--- src/rtl/html_entity_escaper_top_macros.svh ---
// Assertion helpers, clocked on clk, disabled in reset.
`ifndef HTML_ENTITY_ESCAPER_TOP_MACROS_SVH
`define HTML_ENTITY_ESCAPER_TOP_MACROS_SVH

// Same-cycle implication.
`define HEE_ASSERT_NOW(label, ante, cons, msg) \
  label: assert property (@(posedge clk) disable iff (!rst_n) (ante) |-> (cons)) \
    else $error(msg);

// Next-cycle implication.
`define HEE_ASSERT_NEXT(label, ante, cons, msg) \
  label: assert property (@(posedge clk) disable iff (!rst_n) (ante) |=> (cons)) \
    else $error(msg);

`endif

--- src/rtl/hee_pkg.sv ---
package hee_pkg;

  localparam int unsigned QDEPTH = 2;
  localparam int unsigned QAW    = $clog2(QDEPTH);
  localparam logic [15:0] CAP_RESET = 16'd256;

  typedef enum logic [2:0] {
    CODE_NONE,
    CODE_PLAIN,
    CODE_LT,
    CODE_GT,
    CODE_AMP,
    CODE_QUOT,
    CODE_APOS
  } code_t;

  typedef struct packed {
    code_t       code;
    logic [7:0]  data;
    logic        term;
  } job_t;

  typedef struct packed {
    logic full;
    logic empty;
  } q_stat_t;

  function automatic code_t classify(input logic [7:0] b);
    code_t c;
    case (b)
      "<":     c = CODE_LT;
      ">":     c = CODE_GT;
      "&":     c = CODE_AMP;
      "\"":    c = CODE_QUOT;
      "'":     c = CODE_APOS;
      default: c = CODE_PLAIN;
    endcase
    return c;
  endfunction

  function automatic logic [2:0] ent_len(input code_t c);
    logic [2:0] n;
    case (c)
      CODE_PLAIN: n = 3'd1;
      CODE_LT:    n = 3'd4;
      CODE_GT:    n = 3'd4;
      CODE_AMP:   n = 3'd5;
      CODE_QUOT:  n = 3'd6;
      CODE_APOS:  n = 3'd5;
      default:    n = 3'd0;
    endcase
    return n;
  endfunction

  function automatic logic [7:0] ent_char(input code_t c, input logic [2:0] idx,
                                          input logic [7:0] data);
    logic [7:0] ch;
    ch = "&";
    if (idx != 3'd0) begin
      case (c)
        CODE_LT: begin
          case (idx)
            3'd1:    ch = "l";
            3'd2:    ch = "t";
            default: ch = ";";
          endcase
        end
        CODE_GT: begin
          case (idx)
            3'd1:    ch = "g";
            3'd2:    ch = "t";
            default: ch = ";";
          endcase
        end
        CODE_AMP: begin
          case (idx)
            3'd1:    ch = "a";
            3'd2:    ch = "m";
            3'd3:    ch = "p";
            default: ch = ";";
          endcase
        end
        CODE_QUOT: begin
          case (idx)
            3'd1:    ch = "q";
            3'd2:    ch = "u";
            3'd3:    ch = "o";
            3'd4:    ch = "t";
            default: ch = ";";
          endcase
        end
        CODE_APOS: begin
          case (idx)
            3'd1:    ch = "#";
            3'd2:    ch = "3";
            3'd3:    ch = "9";
            default: ch = ";";
          endcase
        end
        default: ch = data;
      endcase
    end else if (c == CODE_PLAIN) begin
      ch = data;
    end
    return ch;
  endfunction

endpackage

--- src/rtl/hee_front.sv ---
module hee_front
  import hee_pkg::*;
(
  input  logic        clk,
  input  logic        rst_n,
  input  logic        in_valid,
  output logic        in_ready,
  input  logic [7:0]  in_byte,
  input  logic        in_last_of_string,
  input  logic [15:0] cap,
  input  q_stat_t     q_stat,
  output logic        q_push,
  output job_t        q_job
);

  logic [15:0] count_r, count_nxt;
  logic        stop_r, stop_nxt;
  logic        accept, active, emit, fits;
  code_t       code;
  logic [2:0]  n;
  logic [16:0] sum;

  assign in_ready = !q_stat.full;
  assign accept   = in_valid && in_ready;
  assign code     = classify(in_byte);
  assign n        = ent_len(code);
  assign sum      = {1'b0, count_r} + {14'd0, n};
  assign fits     = sum < {1'b0, cap};
  assign active   = (cap != 16'd0) && !stop_r;
  assign emit     = active && (in_byte != 8'd0) && fits;

  always_comb begin
    count_nxt = count_r;
    stop_nxt  = stop_r;
    if (accept) begin
      if (emit) count_nxt = sum[15:0];
      else if (active) stop_nxt = 1'b1;
      if (in_last_of_string) begin
        count_nxt = 16'd0;
        stop_nxt  = 1'b0;
      end
    end
  end

  assign q_push     = accept && (emit || (in_last_of_string && cap != 16'd0));
  assign q_job.code = emit ? code : CODE_NONE;
  assign q_job.data = in_byte;
  assign q_job.term = in_last_of_string;

  always_ff @(posedge clk) begin
    if (!rst_n) begin
      count_r <= 16'd0;
      stop_r  <= 1'b0;
    end else begin
      count_r <= count_nxt;
      stop_r  <= stop_nxt;
    end
  end

endmodule

--- src/rtl/hee_queue.sv ---
module hee_queue
  import hee_pkg::*;
(
  input  logic    clk,
  input  logic    rst_n,
  input  logic    push,
  input  job_t    push_job,
  input  logic    pop,
  output job_t    head,
  output q_stat_t stat
);

  job_t             mem_r [QDEPTH];
  logic [QAW-1:0]   wr_ptr_r, rd_ptr_r;
  logic [QAW:0]     cnt_r, cnt_nxt;

  assign stat.full  = cnt_r == (QAW+1)'(QDEPTH);
  assign stat.empty = cnt_r == '0;
  assign head       = mem_r[rd_ptr_r];

  always_comb begin
    cnt_nxt = cnt_r;
    if (push && !pop) cnt_nxt = cnt_r + 1'b1;
    else if (pop && !push) cnt_nxt = cnt_r - 1'b1;
  end

  always_ff @(posedge clk) begin
    if (push) mem_r[wr_ptr_r] <= push_job;
  end

  always_ff @(posedge clk) begin
    if (!rst_n) begin
      wr_ptr_r <= '0;
      rd_ptr_r <= '0;
      cnt_r    <= '0;
    end else begin
      if (push) wr_ptr_r <= wr_ptr_r + 1'b1;
      if (pop)  rd_ptr_r <= rd_ptr_r + 1'b1;
      cnt_r <= cnt_nxt;
    end
  end

endmodule

--- src/rtl/hee_back.sv ---
module hee_back
  import hee_pkg::*;
(
  input  logic       clk,
  input  logic       rst_n,
  input  job_t       head,
  input  q_stat_t    q_stat,
  output logic       pop,
  output logic       out_valid,
  input  logic       out_ready,
  output logic [7:0] out_byte,
  output logic       out_is_terminator,
  output logic       out_last_of_run
);

  logic [2:0] idx_r, idx_nxt;
  logic       out_valid_r;
  logic [7:0] out_byte_r;
  logic       out_term_r, out_last_r;
  logic       adv, take, is_term, is_last;
  logic [2:0] len, total;

  assign len     = ent_len(head.code);
  assign total   = len + {2'd0, head.term};
  assign is_term = idx_r == len;
  assign is_last = idx_r == (total - 3'd1);
  assign adv     = !out_valid_r || out_ready;
  assign take    = adv && !q_stat.empty;
  assign pop     = take && is_last;
  assign idx_nxt = take ? (is_last ? 3'd0 : idx_r + 3'd1) : idx_r;

  always_ff @(posedge clk) begin
    if (take) begin
      out_byte_r <= is_term ? 8'd0 : ent_char(head.code, idx_r, head.data);
      out_term_r <= is_term;
      out_last_r <= is_last;
    end
  end

  always_ff @(posedge clk) begin
    if (!rst_n) begin
      idx_r       <= 3'd0;
      out_valid_r <= 1'b0;
    end else begin
      idx_r <= idx_nxt;
      if (adv) out_valid_r <= !q_stat.empty;
    end
  end

  assign out_valid         = out_valid_r;
  assign out_byte          = out_byte_r;
  assign out_is_terminator = out_term_r;
  assign out_last_of_run   = out_last_r;

endmodule

--- src/rtl/html_entity_escaper_top.sv ---
// channel  dir  handshake             payload
// in       in   in_valid/in_ready     in_byte[7:0], in_last_of_string
// out      out  out_valid/out_ready   out_byte[7:0], out_is_terminator, out_last_of_run
// cfg      in   cfg_valid/cfg_ready   cfg_data[15:0] (output capacity)
//
// Plain bytes: one transfer per cycle in and out while neither side stalls, via the
// queue and the output register. An entity gives 4 to 6 output bytes, one more with
// the terminator (back end's byte counter); input stalls once the 2-deep queue fills.
// Reset clears count, stop flag, queue and output; capacity resets to 256.
// Either side may stall independently; cfg_ready is always high.
`include "html_entity_escaper_top_macros.svh"

module html_entity_escaper_top
  import hee_pkg::*;
(
  input  logic        clk,
  input  logic        rst_n,
  input  logic        in_valid,
  output logic        in_ready,
  input  logic [7:0]  in_byte,
  input  logic        in_last_of_string,
  output logic        out_valid,
  input  logic        out_ready,
  output logic [7:0]  out_byte,
  output logic        out_is_terminator,
  output logic        out_last_of_run,
  input  logic        cfg_valid,
  output logic        cfg_ready,
  input  logic [15:0] cfg_data
);

  logic [15:0] cap_r;
  logic        q_push, q_pop;
  job_t        q_job, q_head;
  q_stat_t     q_stat;

  assign cfg_ready = 1'b1;

  always_ff @(posedge clk) begin
    if (!rst_n) begin
      cap_r <= CAP_RESET;
    end else if (cfg_valid && cfg_ready) begin
      cap_r <= cfg_data;
    end
  end

  hee_front u_front (
    .clk               (clk),
    .rst_n             (rst_n),
    .in_valid          (in_valid),
    .in_ready          (in_ready),
    .in_byte           (in_byte),
    .in_last_of_string (in_last_of_string),
    .cap               (cap_r),
    .q_stat            (q_stat),
    .q_push            (q_push),
    .q_job             (q_job)
  );

  hee_queue u_queue (
    .clk      (clk),
    .rst_n    (rst_n),
    .push     (q_push),
    .push_job (q_job),
    .pop      (q_pop),
    .head     (q_head),
    .stat     (q_stat)
  );

  hee_back u_back (
    .clk               (clk),
    .rst_n             (rst_n),
    .head              (q_head),
    .q_stat            (q_stat),
    .pop               (q_pop),
    .out_valid         (out_valid),
    .out_ready         (out_ready),
    .out_byte          (out_byte),
    .out_is_terminator (out_is_terminator),
    .out_last_of_run   (out_last_of_run)
  );

  `HEE_ASSERT_NOW(a_no_push_full, q_push, !q_stat.full, "push into full queue")
  `HEE_ASSERT_NOW(a_zero_cap_silent, cap_r == 16'd0, !q_push, "job queued at zero capacity")
  `HEE_ASSERT_NOW(a_term_ends_run, out_valid && out_is_terminator,
                  out_last_of_run && out_byte == 8'd0, "terminator not closing run")
  `HEE_ASSERT_NEXT(a_pop_nonempty, q_pop, out_valid, "pop without a result")

endmodule

--- config.mk ---
export PLATFORM = sky130hd
export DESIGN_NAME = html_entity_escaper_top
export DESIGN_NICKNAME = d
export VERILOG_FILES = /design/src/rtl/hee_pkg.sv /design/src/rtl/hee_front.sv /design/src/rtl/hee_queue.sv /design/src/rtl/hee_back.sv /design/src/rtl/html_entity_escaper_top.sv
export VERILOG_INCLUDE_DIRS = /design/src /design/src/rtl
export SDC_FILE = /design/constraint.sdc
export NUM_CORES = 1
export LEC_CHECK = 0
export BUFFER_PORTS_ARGS = -buffer_cell sky130_fd_sc_hd__buf_2
export CAP_MARGIN = 5
export CORE_AREA = 2 2 119 121
export CTS_CLUSTER_SIZE = 30
export DETAILED_ROUTE_END_ITERATION = 8
export DIE_AREA = 0 0 121 123
export HOLD_SLACK_MARGIN = 0.15
export PLACE_DENSITY = 0.59
export SLEW_MARGIN = 10
export SYNTH_ARGS = -nofsm -noshare
export SYNTH_HDL_FRONTEND = slang
export SYNTH_HIERARCHICAL = 1
export SYNTH_SLANG_ARGS = --single-unit
--- constraint.sdc ---
create_clock -name clk -period 5.8 [get_ports clk]
set_clock_uncertainty 0.1 [all_clocks]
set_input_delay 0.87 -clock clk [delete_from_list [all_inputs] [get_ports clk]]
set_output_delay 0.87 -clock clk [all_outputs]
set_load 0.01 [all_outputs]
==> results.yml, run 1 <==
yosys:
  synthMuxAreaShare_pct: 7.02
  ys.flop_type: "dfxtp_1"
  synth_top_family_by_area: "simple AND/OR/NAND/NOR gates"
  synth-xor-area-share_pct: 2.82
  synth_compound_area_share_pct: 16.0
  synth.avg_cell_area_sq_um: 10.0
  netlist_area_sq_um: 4650
  synthCells: 465
  ys_ff_latch: 76
  synthSimpleGateAreaFrac_pct: 19.2
  syn_nets: 522
  ys_seq_area_share_pct: 40.0
  async_flop_share_pct: 0
  synth_adder_area_share_pct: 7.43
  yosysUniqueCellTypes: 75
  synth_edf_count: 34
  yosys_warnings: 6
drt:
  vias: 3398
  vias_per_cell: 5.03
  wire_per_inst_um: 14.5
  wirelength_mm: 9.79
  dr.pass1.iters: 4
  drt_iter0_drc: 283
  antenna_left: 0
  route.detailed.drc: 0
global_routing:
  antenna_found_initial: 0
  grt_overflow: 0
  grt_busiest_layer: "met2"
  gr-usage-all-layers_pct: 14.0
  grt_pass1_wl_mm: 16.4
  met1_usage_pct: 16.2
  grt_pass1_vias: 3313
  grt_max_degree: 26
  use_met3_pct: 3.87
  use_met2_pct: 24.5
clock_network:
  cts.sinks: 76
  cts_setup_buffers: 0
  root_buffer: "clkbuf_16"
  clk_pin_slew_ns: 0.06
  clock_latency_ns: 0.34
  h-tree-depth: 3
  cts_buffers: 9
  cts_repair_resize_count: 0
  holdBufCountCts: 0
  cts_buffer_depth: 2
  cts_tree: "yes"
finish:
  nets: 547
  drive_above_1_share_pct: 20.6
  area_growth_pct: 12.7
  fillers: 1359
  diodes: 0
  fin_cells: 675
  most-common-layout-cells: "dfxtp_1 (42), buf_2 (41), edfxtp_1 (34)"
  final_common_cell: "dfxtp_1"
power_and_ir_drop:
  peakVddDrop_mv: 0.197
  p_leak_nw: 2.14
  powerDensity_nw_per_um2: 412
placement:
  place_ws_ns: 0.219
  portBuffers: 41
  post-dp-hpwl_mm: 7.25
  gp_congestion: 0.832
  place_inst: 659
die:
  ios: 43
  die_area_sq_um: 14900
  num_rows: 43
  start_util_pct: 34.2
  die_h_um: 123
  fp.dieW_um: 121
  core_area_sq_um: 13600
critical_path:
  cp_cell_sequence: "buf_2 > nor2_1 > nand2_1 > o21ai_0 > nand2_1 > ha_1 > fa_1 > a21oi_1 > nor4_4 > nand2_1 > xnor2_1 > ha_1 > a211oi_1 > nand2_1 > a211oi_2 > o21ai_1 > a21boi_0 > ha_1 > or3_1 > a21boi_1"
  crit_slowest_cell: "fa_1"
  worst_path_dominant_cell_family: "compound AO/OA/AOI/OAI gates"
  start_kind: "input port"
  slowest_delay_ns: 0.40
  path_buf_inv: 1
  critPathArrivalTime_ns: 5.38
  cpMostUsedCell: "nand2_1"
  cp_max_fo: 5
  worstSetupPathType: "input port to register"
  cp_data_required_time_ns: 5.98
  cp-end-kind: "register"
timing:
  fin_ws_ns: 0.601
  setup_tns_ns: 0
  fin_crit_ns: 5.20
  setup_viol: 0
  drv_slew: 0
  tightest_slew_ns: 0.783
  max_freq_mhz: 192
  final_hold_viol_count: 0
  slew_headroom_pct: 47.4
  rsz0062_at_grt: "no"
  finalCritPeriodShare_pct: 89.6
job:
  drv_cap: 0
hold_path:
  hold_class: "register to register"
run_status:
  status: "completed"
routing by layer:
layer / wire length (um) / vias to the layer above / share of wire, %
li1: - / 1729 / -
met1: 4300 / 1595 / 44
met5: 0 / - / 0
met4: 188 / 0 / 1.9
met3: 338 / 17 / 3.5
met2: 4960 / 57 / 51
synthesized netlist by cell type, types with 7 or more instances:
library cell | number | area [sq um]
dfxtp_1 | 42 | 841
nor2b_1 | 24 | 150
xor2_1 | 8 | 70.1
edfxtp_1 | 34 | 1020
nor2_1 | 19 | 71.3
nor4_1 | 8 | 50.1
buf_4 | 11 | 82.6
or3_1 | 7 | 43.8
ha_1 | 26 | 325
clkbuf_1 | 9 | 33.8
nor3_1 | 12 | 60.1
a21o_1 | 10 | 75.1
o21ai_0 | 7 | 35.0
mux2_2 | 13 | 146
nand2b_1 | 11 | 68.8
and3_1 | 7 | 43.8
nand2_1 | 29 | 109
xnor2_1 | 7 | 61.3
a21oi_1 | 24 | 120
mux2i_1 | 18 | 180
inv_1 | 30 | 113
nand3_1 | 7 | 35.0
area by class of cell:
type / count / area (sq um) / area share [%]
Inverter: 30 / 113 / 2.15
Clock buffer: 9 / 225 / 4.30
Sequential cell: 76 / 1860 / 35.5
Tap cell: 180 / 225 / 4.30
Multi-Input combinational cell: 326 / 2440 / 46.6
Clock inverter: 7 / 123 / 2.34
Timing Repair Buffer: 47 / 250 / 4.78
kinds of logic (layout without fill, tap and decap cells):
family,Yosys count,in the layout
and+or+nand+nor,154,154
buffers and inverters,63,93
adders and majority gates,27,27
xor gates and xnor gates,15,15
AOI/OAI and AO/OA,98,98
other,1,1
muxes,31,31
DFF,76,76
registers in the layout, indices dropped and copies added, names as in the netlist, named ones only:
name / cells
u_queue/mem_r: 24
cap_r: 16
u_front/count_r: 16
u_back/out_byte: 8
u_back/idx_r: 3
u_queue/cnt_r: 2
u_back/out_is_terminator: 1
u_back/out_last_of_run: 1
u_back/out_valid: 1
u_front/stop_r: 1
u_queue/rd_ptr_r: 1
u_queue/wr_ptr_r: 1
final timing paths:
kind                      start                 end  slack [ns]  depth (start not counted)
max                  in_byte[3]    u_queue/cnt_r[1]        0.60                         20
min          u_front/count_r[0]  u_front/count_r[0]        0.39                          1
max reg2reg  u_front/count_r[0]    u_queue/cnt_r[1]        1.63                         15
min reg2reg  u_front/count_r[0]  u_front/count_r[0]        0.39                          1
report_power, final:
part / leakage, nW / switching, W / internal [W]
clock network: 0.163 / 0.000229 / 0.000423
logic: 1.31 / 0.000421 / 0.000329
registers: 0.661 / 0.0000721 / 0.000686
total: 2.14 / 0.000722 / 0.00144
stage by stage:
step	total power, W	hold WS, ns	util [%]	cell area [sq um]
floorplan	0.00136	0.349	-	4650
global placement	0.00151	0.373	35.9	4890
detailed placement	0.00152	0.370	35.9	4890
CTS	0.00218	0.392	38.5	5240
global route	0.00230	0.413	38.5	5240
finish	0.00216	0.390	38.5	5240
Note: power is estimated with default switching activity, not from simulation.
==> run 2: changes to the inputs <==
--- a/config.mk
+++ b/config.mk
@@ -6,14 +6,16 @@
 export SDC_FILE = /design/constraint.sdc
 export NUM_CORES = 1
 export LEC_CHECK = 0
-export BUFFER_PORTS_ARGS = -buffer_cell sky130_fd_sc_hd__buf_2
 export CAP_MARGIN = 5
+export CELL_PAD_IN_SITES_DETAIL_PLACEMENT = 1
+export CELL_PAD_IN_SITES_GLOBAL_PLACEMENT = 1
 export CORE_AREA = 2 2 119 121
 export CTS_CLUSTER_SIZE = 30
 export DETAILED_ROUTE_END_ITERATION = 8
 export DIE_AREA = 0 0 121 123
+export DONT_BUFFER_PORTS = 1
 export HOLD_SLACK_MARGIN = 0.15
-export PLACE_DENSITY = 0.59
+export PLACE_DENSITY = 0.66
 export SLEW_MARGIN = 10
 export SYNTH_ARGS = -nofsm -noshare
 export SYNTH_HDL_FRONTEND = slang
==> run 2 against run 1 <==
Against the previous run: critical path type unchanged; setup slack improved by 0.0042 ns; largest power group unchanged; clock power down 18%; cell area is 5.2% lower.
==> results.yml, run 2 (synthesis gave the netlist of run 1 again) <==
run_status:
  status: "completed"
finish:
  largest_reg_flops: 24
  most-common-layout-cells: "dfxtp_1 (42), edfxtp_1 (34), inv_1 (30)"
  nets: 505
  diodes: 0
  fin_util_pct: 36.5
  drive_above_1_share_pct: 13.2
  final_common_cell: "dfxtp_1"
  regMostFlops: "u_queue/mem_r"
  area_growth_pct: 6.78
  top_regs: "u_queue/mem_r (24), cap_r (16), u_front/count_r (16)"
  fillers: 1520
drt:
  vias: 3365
  antenna_left: 0
  route.detailed.drc: 0
  vias_per_cell: 5.32
  wire_per_inst_um: 17.1
  dr.pass1.iters: 4
  drt_iter0_drc: 208
  wirelength_mm: 10.8
placement:
  portBuffers: 0
  gp_congestion: 0.843
  post-dp-hpwl_mm: 8.32
clock_network:
  cts_repair_resize_count: 0
  cts_buffers: 9
  holdBufCountCts: 0
  cts.sinks: 76
  root_buffer: "clkbuf_16"
  cts_tree: "yes"
  clk_pin_slew_ns: 0.06
  clock_latency_ns: 0.34
  h-tree-depth: 3
  cts_setup_buffers: 0
  cts_buffer_depth: 2
power_and_ir_drop:
  clockPowerShare_pct: 26.6
  p_leak_nw: 1.93
  p_sw_w: 0.000723
  peakVddDrop_mv: 0.168
  pwr-share-comb_pct: 34.4
  powerDensity_nw_per_um2: 405
  sw_frac_of_total_pct: 35.9
  p_int_w: 0.00129
  p_seq_share_pct: 39.0
global_routing:
  grt_pass1_vias: 3529
  grt_overflow: 0
  grt_max_degree: 26
  antenna_found_initial: 0
  grt_pass1_wl_mm: 18.0
  gr-usage-all-layers_pct: 15.5
critical_path:
  cpMostUsedCell: "ha_1"
  cp_cell_sequence: "nor2_1 > nand2_1 > nor4_1 > ha_1 > a21o_1 > a21oi_1 > nor4_1 > and3_1 > xor2_1 > ha_1 > a311o_1 > a2111oi_0 > o21ai_1 > a21boi_0 > ha_1 > or3_1 > a21boi_1"
  worst-r2r-setup-slack_ns: 1.52
  r2r_cells: 15
  cp-end-kind: "register"
  worstSetupPathType: "input port to register"
  rr_endpoint: "u_queue/cnt_r[1]"
  critPathArrivalTime_ns: 5.36
  crit-reg2reg-launch: "u_front/count_r[0]"
  slowest_delay_ns: 0.54
  crit_slowest_cell: "nor4_1"
  cp_data_required_time_ns: 5.97
  cp_max_fo: 5
  path_buf_inv: 0
  worst_path_dominant_cell_family: "simple AND/OR/NAND/NOR gates"
  start_kind: "input port"
hold_path:
  hp-start: "u_front/count_r[2]"
  hold_class: "register to register"
  holdPathEnd: "u_front/count_r[2]"
  hold_depth: 1
timing:
  setup_viol: 0
  rsz0062_at_grt: "no"
  tightest_slew_ns: 0.762
  finalCritPeriodShare_pct: 89.6
  max_freq_mhz: 192
  fin_crit_ns: 5.20
  setup_tns_ns: 0
  drv_slew: 0
  final_hold_viol_count: 0
  slew_headroom_pct: 48.8
die:
  core_area_sq_um: 13600
  num_rows: 43
  die_h_um: 123
  ios: 43
  start_util_pct: 34.2
  fp.dieW_um: 121
  die_area_sq_um: 14900
job:
  drv_cap: 0
==> run 2: power by group through the flow <==
stage	combinational (W)	sequential (W)	clock [W]
5_1_grt	0.000767	0.000800	0.000570
2_1_floorplan	0.000609	0.000750	0
4_1_cts	0.000699	0.000788	0.000551
6_report	0.000692	0.000785	0.000535
3_5_place_dp	0.000695	0.000800	0
3_3_place_gp	0.000670	0.000797	0
==> run 2: layout make-up <==
cell class | count | area [sq um] | area share [%]
Sequential cell | 76 | 1860 | 37.5
Multi-Input combinational cell | 326 | 2440 | 49.2
Clock inverter | 6 | 47.5 | 0.957
Tap cell | 180 | 225 | 4.54
Clock buffer | 10 | 239 | 4.81
Timing Repair Buffer | 5 | 37.5 | 0.756
Inverter | 30 | 113 | 2.27
==> run 2: worst max-delay path by stage <==
stage / start / endpoint / slack, ns / cells past startpoint
after floorplan: in_byte[3] / u_queue/mem_r[0][0] / 0.37 / 15
after global placement: in_byte[3] / u_queue/cnt_r[1] / 0.45 / 17
after detailed placement: in_byte[3] / u_queue/cnt_r[1] / 0.24 / 17
after CTS: in_byte[3] / u_queue/cnt_r[1] / 0.57 / 17
after global routing: in_byte[3] / u_queue/cnt_r[1] / 0.11 / 19
final: in_byte[3] / u_queue/cnt_r[1] / 0.60 / 17
==> run 2: through the flow <==
step	area [sq um]	total power, W	setup slack (ns)	hold slack [ns]	instances
after floorplan	4650	0.00136	0.366	0.349	465
after global placement	4680	0.00147	0.447	0.375	617
after detailed placement	4680	0.00149	0.241	0.372	617
after CTS	4970	0.00204	0.568	0.393	633
after global routing	4970	0.00214	0.114	0.421	633
final	4970	0.00201	0.605	0.388	633
==> run 2: per-layer routing <==
metal	routed length (um)	vias up	part of all wire (%)	global-route usage, %
met5	0	-	0	0
met1	4600	1659	43	17.8
li1	-	1645	-	-
met3	452	12	4.2	3.92
met4	209	0	1.9	5.81
met2	5540	49	51	27.7
==> run 3: changes to the inputs <==
--- a/config.mk
+++ b/config.mk
@@ -6,16 +6,18 @@
 export SDC_FILE = /design/constraint.sdc
 export NUM_CORES = 1
 export LEC_CHECK = 0
+export ABC_AREA = 1
 export CAP_MARGIN = 5
 export CELL_PAD_IN_SITES_DETAIL_PLACEMENT = 1
 export CELL_PAD_IN_SITES_GLOBAL_PLACEMENT = 1
-export CORE_AREA = 2 2 119 121
+export CORE_AREA = 4 4 125 127
+export CTS_BUF_LIST = sky130_fd_sc_hd__clkbuf_16
 export CTS_CLUSTER_SIZE = 30
 export DETAILED_ROUTE_END_ITERATION = 8
-export DIE_AREA = 0 0 121 123
+export DIE_AREA = 0 0 129 131
 export DONT_BUFFER_PORTS = 1
 export HOLD_SLACK_MARGIN = 0.15
-export PLACE_DENSITY = 0.66
+export PLACE_DENSITY = 0.69
 export SLEW_MARGIN = 10
 export SYNTH_ARGS = -nofsm -noshare
 export SYNTH_HDL_FRONTEND = slang
==> run 3 against run 2 <==
Against the previous run: synthesized cell count grew 39%; setup slack lost 0.093 ns; total power grew 4.6%; combinational power grew 10%; critical path type unchanged; cell area grew 7.2%; area after synthesis grew 7.0%; via count grew 19%; critical path depth grew 11; largest cell class unchanged; sequential share of layout area shrank 2.5 points; final cell count grew 30%.
==> results.yml, run 3 <==
run_status:
  status: "completed"
yosys:
  synth_top_area_share_pct: 20.5
  ys.flop_type: "dfxtp_1"
  yosys-top-cells-count: "nand2_1 (133), inv_1 (100), nor2_1 (87)"
  netlist_area_sq_um: 4970
  ys_top_cells_by_area: "edfxtp_1 (21%), dfxtp_1 (17%), nand2_1 (10%), inv_1 (7.5%), nor2_1 (6.6%)"
  yosys_warnings: 6
  ys_ff_latch: 76
  synthCells: 646
  synth.avg_cell_area_sq_um: 7.70
  synth_edf_count: 34
  yosysTopAreaCell: "edfxtp_1"
  async_flop_share_pct: 0
  synthMostInstantiatedCell: "nand2_1"
  ys_seq_area_share_pct: 37.4
  yosysUniqueCellTypes: 49
  syn_nets: 703
placement:
  placed_cell_area_sq_um: 5040
  portBuffers: 0
  gp_congestion: 0.817
  post-dp-hpwl_mm: 9.11
timing:
  finalCritPeriodShare_pct: 91.2
  max_freq_mhz: 189
  slew_headroom_pct: 41.7
  setup_viol: 0
  hold_slack_ns: 0.379
  drv_slew: 0
  fin_crit_ns: 5.29
  setup_tns_ns: 0
  final_hold_viol_count: 0
  rsz0062_at_grt: "no"
  tightest_slew_ns: 0.875
die:
  ios: 43
  start_util_pct: 34.5
  fp.dieW_um: 129
  die_h_um: 131
  core_area_sq_um: 14400
  num_rows: 44
  die_area_sq_um: 16900
finish:
  diodes: 0
  largest_reg_flops: 24
  final_area_sq_um: 5330
  drive_above_1_share_pct: 13.4
  regMostFlops: "u_queue/mem_r"
  area_growth_pct: 7.04
  top_regs: "u_queue/mem_r (24), cap_r (16), u_front/count_r (16)"
  final_common_cell: "nand2_1"
  most-common-layout-cells: "nand2_1 (133), inv_1 (100), nor2_1 (87)"
  nets: 693
clock_network:
  cts_tree: "yes"
  clock_latency_ns: 0.34
  holdBufCountCts: 0
  cts_buffer_depth: 2
  root_buffer: "clkbuf_16"
  cts_buffers: 9
  clk_pin_slew_ns: 0.06
  cts.sinks: 76
  h-tree-depth: 3
  cts_setup_buffers: 0
  cts_repair_resize_count: 0
drt:
  wire_per_inst_um: 14.3
  vias: 4001
  antenna_left: 0
  vias_per_cell: 4.85
  wirelength_mm: 11.8
  drt_iter0_drc: 138
  route.detailed.drc: 0
  dr.pass1.iters: 4
global_routing:
  gr-usage-all-layers_pct: 15.0
  grt_overflow: 0
  antenna_found_initial: 0
  grt_pass1_wl_mm: 20.1
  grt_pass1_vias: 4231
  grt_max_degree: 33
power_and_ir_drop:
  finalPower_w: 0.00210
  p_leak_nw: 2.48
  powerDensity_nw_per_um2: 395
  peakVddDrop_mv: 0.144
critical_path:
  worstSetupPathType: "input port to register"
  critPathArrivalTime_ns: 5.18
  cp_data_required_time_ns: 5.69
  cp-end-kind: "register"
  start_kind: "input port"
  cpMostUsedCell: "nand2_1"
  cp_max_fo: 12
  crit_slowest_cell: "fa_1"
  slowest_delay_ns: 0.40
job:
  drv_cap: 0
hold_path:
  hold_class: "register to register"
## run 3: cell types whose count changed after synthesis, sizes merged, moves of 15 or more
cell   delta
nand2   +114
inv      +80
nor2     +73
nand3    +47
nor2b    -24
mux2i    -17
nand4    +15
## run 3: path summary, 6_finish.rpt
kind,startpoint,endpoint,slack (ns),depth (start not counted)
max,in_byte[7],u_queue/mem_r[1][3],0.51,28
min,cap_r[7],cap_r[7],0.38,2
max reg2reg,u_front/count_r[0],u_queue/mem_r[1][3],1.95,19
min reg2reg,cap_r[7],cap_r[7],0.38,2
## run 3: kinds of logic after synthesis
logic type | Yosys count | share of synthesized area (%)
XOR/XNOR | 13 | 2.29
multiplexers | 13 | 3.67
adder cells (fa/ha/maj) | 27 | 6.94
buffers and inverters | 134 | 12.1
AND/OR/NAND/NOR | 326 | 30.7
other | 1 | 0.0754
AO/OA/AOI/OAI | 56 | 6.87
flip-flops | 76 | 37.4
## run 3: final cells by class
| cell class | count | area, sq um |
|---|---|---|
| clock inverters | 7 | 60.1 |
| multi-input cells | 436 | 2510 |
| inverters | 110 | 413 |
| well taps | 184 | 230 |
| clock buffers | 9 | 225 |
| fillers | 1780 | 9100 |
| flip-flops and latches | 76 | 1860 |
| repair buffers | 3 | 22.5 |
## run 3: power breakdown
group	switching [W]	leakage, nW	total [W]	internal (W)
logic	0.000493	1.68	0.000764	0.000271
registers	0.0000901	0.665	0.000795	0.000705
clock network	0.000249	0.131	0.000545	0.000296
## run 3: per-layer routing
metal	routed length, um	share of wire [%]	track usage, %	up-vias
met1	4830	41	16.0	1911
met4	239	2.0	5.31	0
met2	6480	55	28.9	41
li1	-	-	-	2032
met3	243	2.1	3.17	17
met5	0	0	0	-
## run 3: critical path, delay by kind of cell
kind                       cells  cell delay [ns]
and+or+nand+nor               16             1.90
adders and majority gates      3             0.91
buffers and inverters          4             0.65
AOI/OAI and AO/OA              4             0.64
xor gates and xnor gates       1             0.21
## run 3: metrics by stage
step / util, % / worst slack [ns] / std cells
final: 36.9 / 0.511 / 825
after global routing: 36.9 / 0.0706 / 825
after CTS: 36.9 / 0.545 / 825
after detailed placement: 34.9 / 0.209 / 809
after global placement: 34.9 / 0.442 / 809
after floorplan: - / 0.302 / 646
